**config.mk**
```make
export PLATFORM = sky130hd
export DESIGN_NAME = fbd_cell
export DESIGN_NICKNAME = d
export VERILOG_FILES = /design/src/hw/rtl/fbd_pkg.sv /design/src/hw/rtl/fbd_cell.sv
export SDC_FILE = /design/constraint.sdc
export NUM_CORES = 1
export LEC_CHECK = 0
export BUFFER_PORTS_ARGS = -buffer_cell sky130_fd_sc_hd__buf_2
export CORE_AREA = 2 2 200 202
export DETAILED_ROUTE_END_ITERATION = 7
export DIE_AREA = 0 0 202 204
export GPL_TIMING_DRIVEN = 0
export PLACE_DENSITY = 0.63
export SKIP_CTS_REPAIR_TIMING = 1
export SYNTH_ARGS = -nofsm -noshare
export SYNTH_HDL_FRONTEND = slang
export SYNTH_SLANG_ARGS = --single-unit
```
**constraint.sdc**
```tcl
create_clock -name clk -period 6.81 [get_ports clk]
set_clock_uncertainty 0.05 [all_clocks]
set_input_delay 1.7025 -clock clk [delete_from_list [all_inputs] [get_ports clk]]
set_output_delay 1.7025 -clock clk [all_outputs]
set_load 0.05 [all_outputs]
```
**src/hw/rtl/fbd_pkg.sv**
```systemverilog
`timescale 1ns / 1ps

package fbd_pkg;

  localparam logic [15:0] WINDOW_RESET    = 16'd30;
  localparam logic [3:0]  THRESHOLD_RESET = 4'd3;
  localparam logic [3:0]  COUNT_MAX       = 4'd15;

  localparam logic REG_WINDOW    = 1'b0;
  localparam logic REG_THRESHOLD = 1'b1;

  // Token that walks the row of cells, one cell per cycle.
  typedef struct packed {
    logic        valid;
    logic        claim;
    logic [31:0] addr;
    logic [31:0] now;
    logic        hit;
    logic        free_seen;
    logic        alert;
    logic [3:0]  count;
    logic [31:0] start;
    logic [31:0] prev;
  } fbd_token_t;

  typedef enum logic [3:0] {
    ST_IDLE   = 4'b0001,
    ST_SEARCH = 4'b0010,
    ST_CLAIM  = 4'b0100,
    ST_FINISH = 4'b1000
  } fbd_state_t;

endpackage

```
**src/hw/rtl/fbd_cell.sv**
```systemverilog
`timescale 1ns / 1ps

module fbd_cell (
  input  logic               clk,
  input  logic               rst,
  input  logic [15:0]        window,
  input  logic [3:0]         threshold,
  input  fbd_pkg::fbd_token_t tok_in,
  output fbd_pkg::fbd_token_t tok_out
);
  import fbd_pkg::*;

  logic        valid;
  logic [31:0] addr;
  logic [3:0]  count;
  logic [31:0] first;
  logic [31:0] last;

  logic        valid_next;
  logic [31:0] addr_next;
  logic [3:0]  count_next;
  logic [31:0] first_next;
  logic [31:0] last_next;
  fbd_token_t  tok_next;
  fbd_token_t  tok;

  logic signed [32:0] gap;
  logic               gap_ok;
  logic [3:0]         count_inc;

  assign gap       = $signed({1'b0, tok_in.now}) - $signed({1'b0, last});
  assign gap_ok    = gap <= $signed({17'b0, window});
  assign count_inc = (count < COUNT_MAX) ? count + 4'd1 : COUNT_MAX;

  always_comb begin
    tok_next   = tok_in;
    valid_next = valid;
    addr_next  = addr;
    count_next = count;
    first_next = first;
    last_next  = last;
    if (tok_in.valid) begin
      if (!tok_in.claim) begin
        if (valid && addr == tok_in.addr) begin
          tok_next.hit  = 1'b1;
          tok_next.prev = last;
          if (gap_ok) begin
            count_next     = count_inc;
            tok_next.count = count_inc;
            tok_next.start = first;
            if (count_inc >= threshold) begin
              tok_next.alert = 1'b1;
              valid_next     = 1'b0;
            end else begin
              last_next = tok_in.now;
            end
          end else begin
            count_next     = 4'd1;
            first_next     = tok_in.now;
            last_next      = tok_in.now;
            tok_next.count = 4'd1;
            tok_next.start = tok_in.now;
          end
        end else if (!valid) begin
          tok_next.free_seen = 1'b1;
        end
      end else if (!tok_in.hit && !valid) begin
        tok_next.hit   = 1'b1;
        tok_next.count = 4'd1;
        tok_next.start = tok_in.now;
        tok_next.prev  = 32'd0;
        valid_next     = 1'b1;
        addr_next      = tok_in.addr;
        count_next     = 4'd1;
        first_next     = tok_in.now;
        last_next      = tok_in.now;
      end
    end
  end

  always_ff @(posedge clk) begin
    if (rst) begin
      valid     <= 1'b0;
      tok.valid <= 1'b0;
    end else begin
      valid <= valid_next;
      tok   <= tok_next;
    end
  end

  always_ff @(posedge clk) begin
    addr  <= addr_next;
    count <= count_next;
    first <= first_next;
    last  <= last_next;
  end

  assign tok_out = tok;

endmodule

```
==> flow_summary_export.csv, run 1 <==
group,metric,value,unit
outcome,status,"finished clean",
floorplanning,fp.dieH,204,um
cts,root_buffer,"clkbuf_16",
grt,grt_pass1_wl,50610,um
yosys,ys_types,68,
timing,hold_violations,0,
layout,final_cell_mix,"299 x buf_2, 236 x edfxtp_1, 94 x inv_1",
cts,cts_tree,"built",
layout,layout_commonest_cell,"buf_2",
cts,ctsHtreeMaxLevel,1,
timing,tightestPinTransition,936.3,ps
detailed_routing,drt-initial-drc-count,554,
yosys,synth_area,11630,sq um
layout,post-route-util,0.3777,
cts,cts_sinks,238,
grt,gr-usage-all-layers,0.1621,
place,hpwlAfterDp,27160,um
place,place_congestion,0.9374,
detailed_routing,drt-wirelength-per-cell,19.53,um
flow_run,maxCapViolCount,0,
timing,drv_slew,0,
place,portBuffers,295,
timing,post-route-period-util,0.9689,
floorplanning,die_width,202,um
min_path,min_path_type,"reg -> reg",
worst_setup_path,crit_type,"in -> reg",
layout,multi_input_area,3984,sq um
yosys,synth_top_area_share,0.6095,
detailed_routing,drt-vias-per-instance,4.932,
detailed_routing,drt_wl_total,35190,um
min_path,worstHoldStart,"last[26]",
place,placed_area,13830,sq um
power_and_ir_drop,power,3.779,mW
timing,whs,527.2,ps
place,post-place-cells,1739,
layout,drive_gt1_frac,0.2983,
timing,fmax,151.6,MHz
yosys,ys_seq_elements,238,
timing,slew_headroom,0.3743,
power_and_ir_drop,power-per-cell-area,255.3,nW/um^2
worst_setup_path,crit_buf_inv,5,
worst_setup_path,cp.arrival,6880,ps
yosys,async_flop_share,0,
worst_setup_path,timing.rr.end,"tok_out[52]",
layout,syn_to_final_growth,27.29,%
timing,setup_viol,0,
yosys,syn_nets,1130,
yosys,synth_warnings,0,
worst_setup_path,startpoint_type,"input pin",
worst_setup_path,crit_family,"compound AO/OA/AOI/OAI gates",
grt,first_global_vias,8664,
floorplanning,ioPinCount,296,
grt,grt_antenna_before_repair,4,
floorplanning,core-area,39180,sq um
yosys,ys.flop_type,"edfxtp_1",
detailed_routing,final_antenna_net_count,0,
layout,nNetsFinal,1466,
yosys,yosysTopAreaCell,"edfxtp_1",
worst_setup_path,slowest_delay,440,ps
floorplanning,core.rowCount,73,
detailed_routing,vias,8888,
yosys,syn_inst,917,
worst_setup_path,r2r-start,"last[0]",
min_path,holdPathStages,1,
floorplanning,dieArea,41210,sq um
yosys,ys_seq_area_frac,0.6129,
worst_setup_path,crit_path_end_kind,"flop",
cts,clockBufferDepth,3,
worst_setup_path,crit_required,7100,ps
worst_setup_path,worst_path_max_delay_cell,"a221o_1",
grt,grt_start_max_net_pins,83,
cts,worstSkewPairLatency,560,ps
cts,cts_made_buffers,27,
layout,fin_cells,1802,
power_and_ir_drop,ir_drop,0.1815,mV
floorplanning,start_util,0.2967,
detailed_routing,drc,0,
yosys,synth_edf_count,236,
worst_setup_path,crit_chain,"buf_2 > inv_1 > ha_1 > fa_1 > nand2b_1 > a21oi_2 > o21ai_2 > and2_1 > o21ai_1 > xor2_1 > ha_1 > a21o_1 > a21oi_1 > nor3b_2 > o211ai_1 > a221o_1 > nor4_2 > o2111ai_2 > nor4_4 > buf_4 > buf_4 > clkbuf_2 > o311ai_0 > o311ai_1",
yosys,synth.avg_cell_area,12.68,sq um
timing,fin_crit,6598,ps
worst_setup_path,path_max_fanout,10,
layout,final_area,14800,sq um
grt,overflow,0,
worst_setup_path,r2r_slack,1170,ps
layout,seq_area,7127,sq um
detailed_routing,dr.pass1.iters,7,
worst_setup_path,reg2reg_depth,22,
min_path,holdPathEnd,"tok_out[26]",
cts,path_clk_slew,60,ps
layout,fillCellCount,3825,
yosys,synthTopCellsByArea,"edfxtp_1 61%, ha_1 5.7%, inv_1 3.1%, o311ai_0 3.0%, nand2_1 2.6%",
power_and_ir_drop,leakage,6.143,nW
layer usage:
metal | GRT usage | vias up | routed length [um]
li1 | - | 4185 | -
met1 | 0.1983 | 4264 | 14440
met2 | 0.2839 | 367 | 17340
met3 | 0.02695 | 68 | 2243
met4 | 0.06696 | 4 | 1136
met5 | 0 | - | 27
kinds of logic (layout without fill, tap and decap cells):
family	Yosys count	after routing	share of synthesized area
compound gates	240	240	0.1556
flops	238	238	0.6129
simple gates	189	189	0.08071
buf+inv	139	496	0.04832
fa+ha+maj	54	54	0.05875
xor+xnor	51	51	0.03842
mux	6	6	0.005273
other cells	0	3	0
flip-flops by register name, indices dropped and copies added (netlist names):
signal and flops:
tok_out 137, count 4, first 32, valid 1
last 32, addr 32
where the power goes:
| group | total [mW] | switching [mW] | internal (mW) |
|---|---|---|---|
| clock network | 1.38 | 0.603 | 0.779 |
| registers | 1.72 | 0.0203 | 1.70 |
| logic | 0.675 | 0.480 | 0.195 |
| total | 3.78 | 1.10 | 2.67 |
worst max path at each step:
stage / slack (ps) / to / depth (start not counted) / from
final: 210 / tok_out[52] / 24 / tok_in[71]
after global routing: -70 / tok_out[53] / 24 / tok_in[71]
after detailed placement: -990 / last[11] / 23 / tok_in[71]
after CTS: -440 / last[18] / 23 / tok_in[71]
after global placement: -1480 / first[5] / 23 / tok_in[71]
after floorplan: -1 / first[0] / 23 / tok_in[71]
worst reg2reg max path, delay by kind of cell, from the launching register on:
family | cells | cell delay, ps
AO/OA/AOI/OAI | 10 | 2240
AND/OR/NAND/NOR | 5 | 1140
adder cells (fa/ha/maj) | 3 | 900
buffers and inverters | 3 | 520
flip-flops | 1 | 400
XOR/XNOR | 1 | 190
metrics by stage:
step                      setup slack [ps]  setup TNS [ps]
after floorplan                    -0.9579          -30.65
after global placement               -1480         -107560
after detailed placement            -991.9          -83460
after CTS                           -441.0          -25330
after global routing                -65.83          -755.3
final                                211.9               0
synth_stat cells (all sizes together) (2+ instances only):
cell,n
edfxtp,236
inv,95
nand2,82
o311ai,66
ha,53
a21oi,43
clkbuf,35
a22o,32
xor2,31
nor2,30
o21ai,27
xnor2,20
nor4,14
a21o,13
nand4,12
nand3,10
buf,9
o21bai,8
nand2b,7
nor2b,7
o211ai,7
nor3,6
a31oi,5
and2,5
mux2i,5
or4,5
a211oi,4
a21boi,4
o31ai,4
o21a,3
a211o,2
a221oi,2
a22oi,2
a31o,2
dfxtp,2
nand3b,2
o2111ai,2
o22ai,2
or2,2
or3,2
layout make-up:
type | count | share of cell area
Antenna cell | 3 | 0.0005072
Buffer | 44 | 0.01429
Clock buffer | 35 | 0.04768
Clock inverter | 15 | 0.008538
Inverter | 95 | 0.02443
Multi-Input combinational cell | 540 | 0.2692
Sequential cell | 238 | 0.4815
Tap cell | 525 | 0.04438
Timing Repair Buffer | 307 | 0.1095
No activity file was read; power rests on OpenSTA's default activity.
==> inputs of run 2 (changes only) <==
--- a/config.mk
+++ b/config.mk
@@ -13,2 +13,3 @@
 export PLACE_DENSITY = 0.63
+export REMOVE_ABC_BUFFERS = 1
 export SKIP_CTS_REPAIR_TIMING = 1
==> constraint.sdc (replaced) <==
create_clock -name clk -period 6.81 [get_ports clk]
set_clock_uncertainty 0.05 [all_clocks]
set_input_delay 0.3405 -clock clk [delete_from_list [all_inputs] [get_ports clk]]
set_output_delay 0.3405 -clock clk [all_outputs]
set_load 0.05 [all_outputs]
==> flow_summary_export.csv, run 2 (synthesis gave the netlist of run 1 again) <==
group,metric,value,unit
layout,fillCellCount,3729,
cts,path_clk_slew,60,ps
worst_setup_path,crit_type,"in -> reg",
grt,gr-usage-all-layers,0.1610,
detailed_routing,drt-wirelength-per-cell,19.45,um
grt,overflow,0,
timing,setup_viol,0,
cts,clockBufferDepth,3,
flow_run,maxCapViolCount,0,
power_and_ir_drop,p_clk_frac,0.385,
cts,cts_made_buffers,28,
power_and_ir_drop,leakage,6.445,nW
outcome,status,"finished clean",
floorplanning,ioPinCount,296,
layout,final_cell_mix,"295 x buf_2, 236 x edfxtp_1, 94 x inv_1",
worst_setup_path,cp.depth,24,
detailed_routing,drt-vias-per-instance,4.841,
worst_setup_path,crit_required,7060,ps
detailed_routing,drt-initial-drc-count,424,
place,place_congestion,0.8483,
timing,fin_tns_setup,0,ps
timing,fmax,154.3,MHz
detailed_routing,drc,0,
grt,grt_antenna_before_repair,8,
cts,cts_tree,"built",
power_and_ir_drop,intPower,2.814,mW
worst_setup_path,path_max_fanout,19,
floorplanning,die_width,202,um
layout,nNetsFinal,1492,
cts,cts_sinks,238,
grt,grt_pass1_wl,50730,um
detailed_routing,final_antenna_net_count,0,
worst_setup_path,startpoint_type,"input pin",
cts,root_buffer,"clkbuf_16",
layout,syn_to_final_growth,33.49,%
place,hpwlAfterDp,26220,um
detailed_routing,vias,8855,
timing,post-route-period-util,0.9519,
layout,largest_reg_flops,137,
worst_setup_path,crit_chain,"dlygate4sd3_1 > buf_2 > inv_1 > ha_1 > fa_1 > nand2b_1 > a21oi_1 > o21ai_1 > and2_1 > o21ai_0 > xor2_1 > ha_1 > a21o_1 > a21oi_1 > nor3b_1 > o211ai_1 > a221o_1 > nor4_1 > o2111ai_1 > nor4b_4 > buf_8 > o31a_4 > a21oi_4 > buf_16",
timing,drv_slew,0,
worst_setup_path,crit_family,"compound AO/OA/AOI/OAI gates",
power_and_ir_drop,power-per-cell-area,253.2,nW/um^2
worst_setup_path,crit_buf_inv,5,
floorplanning,start_util,0.2967,
worst_setup_path,reg2reg_depth,21,
worst_setup_path,crit_path_end_kind,"flop",
timing,layout_setup_ws,327.8,ps
floorplanning,core.rowCount,73,
power_and_ir_drop,ir_drop,0.1767,mV
timing,hold_violations,0,
power_and_ir_drop,power.switching,1.116,mW
power_and_ir_drop,power.share.combinational,0.176,
floorplanning,fp.dieH,204,um
worst_setup_path,slowest_delay,530,ps
detailed_routing,drt_wl_total,35580,um
layout,post-route-util,0.3961,
floorplanning,dieArea,41210,sq um
cts,ctsHtreeMaxLevel,1,
place,portBuffers,295,
worst_setup_path,worst_path_max_delay_cell,"dlygate4sd3_1",
layout,layout_commonest_cell,"buf_2",
min_path,min_path_type,"in -> reg",
detailed_routing,dr.pass1.iters,5,
floorplanning,core-area,39180,sq um
timing,slew_headroom,0.4883,
worst_setup_path,cp.arrival,6730,ps
place,pre_cts_slack,-761.7,ps
timing,fin_crit,6482,ps
layout,drive_gt1_frac,0.2952,
min_path,holdPathStages,3,
cts,worstSkewPairLatency,560,ps
timing,tightestPinTransition,765.9,ps
power_and_ir_drop,switching_share,0.2839,
power_and_ir_drop,p_seq_frac,0.438,
grt,grt_start_max_net_pins,83,
grt,first_global_vias,8360,
[run 2: changes by cell type in the layout (fill, tap and decap cells not counted), sizes merged]
cell         change
clkinv           +1
o31a             +1
clkinvlp         +4
inv              -2
clkbuf          -39
bufinv           +2
dlygate4sd3     +60
[run 2: layer usage]
| layer | track usage | wire length, um | up-vias | part of all wire |
|---|---|---|---|---|
| met1 | 0.2113 | 15610 | 4250 | 0.44 |
| met2 | 0.2679 | 16800 | 298 | 0.47 |
| met3 | 0.03890 | 2443 | 52 | 0.069 |
| met5 | 0 | 36 | - | 0.0010 |
| met4 | 0.03939 | 680 | 6 | 0.019 |
| li1 | - | - | 4249 | - |
[run 2: cell type report]
cell class / count / area (sq um) / area share
timing repair buffer: 375 / 2415 / 0.1556
sequential: 238 / 7127 / 0.4592
multi-input combinational: 541 / 4020 / 0.2590
antenna: 3 / 7.507 / 0.0004837
tap: 525 / 656.9 / 0.04232
clock buffer: 32 / 737.0 / 0.04748
clock inverter: 20 / 196.4 / 0.01266
inverter: 95 / 361.6 / 0.02330
[run 2: path summary, 6_finish.rpt]
kind / slack (ps) / startpoint / end
setup / recovery: 330 / tok_in[71] / last[21]
setup reg to reg: 420 / last[0] / last[21]
hold / removal: 10 / tok_in[66] / tok_out[66]
hold reg to reg: 540 / last[20] / tok_out[20]
[run 2: worst reg2reg max path, stage by stage (launching register included)]
cell and delay [ps]:
edfxtp_1 410, ha_1 240, fa_1 410, nand2b_1 190, a21oi_1 300, o21ai_1 200
and2_1 240, o21ai_0 200, xor2_1 240, ha_1 280, a21o_1 160, a21oi_1 180
nor3b_1 210, o211ai_1 140, a221o_1 370, nor4_1 320, o2111ai_1 370, nor4b_4 450
buf_8 230, o31a_4 450, a21oi_4 270, buf_16 240
[run 2: power by group through the flow]
stage	clock, mW	combinational [mW]	sequential, mW
6_report	1.51	0.693	1.72
5_1_grt	1.61	0.747	1.73
4_1_cts	1.56	0.667	1.72
3_5_place_dp	0	0.664	1.75
3_3_place_gp	0	0.646	1.76
2_1_floorplan	0	0.234	1.97
[run 2: per-stage QoR]
step / area, sq um / hold slack, ps / cells / total power [mW]
CTS: 14870 / -82.79 / 1761 / 3.953
finish: 15520 / 13.30 / 1829 / 3.930
detailed placement: 13930 / 516.4 / 1709 / 2.419
global placement: 13560 / 515.8 / 1693 / 2.407
floorplan: 11420 / 362.1 / 873 / 2.201
global route: 15520 / 1.130 / 1827 / 4.088
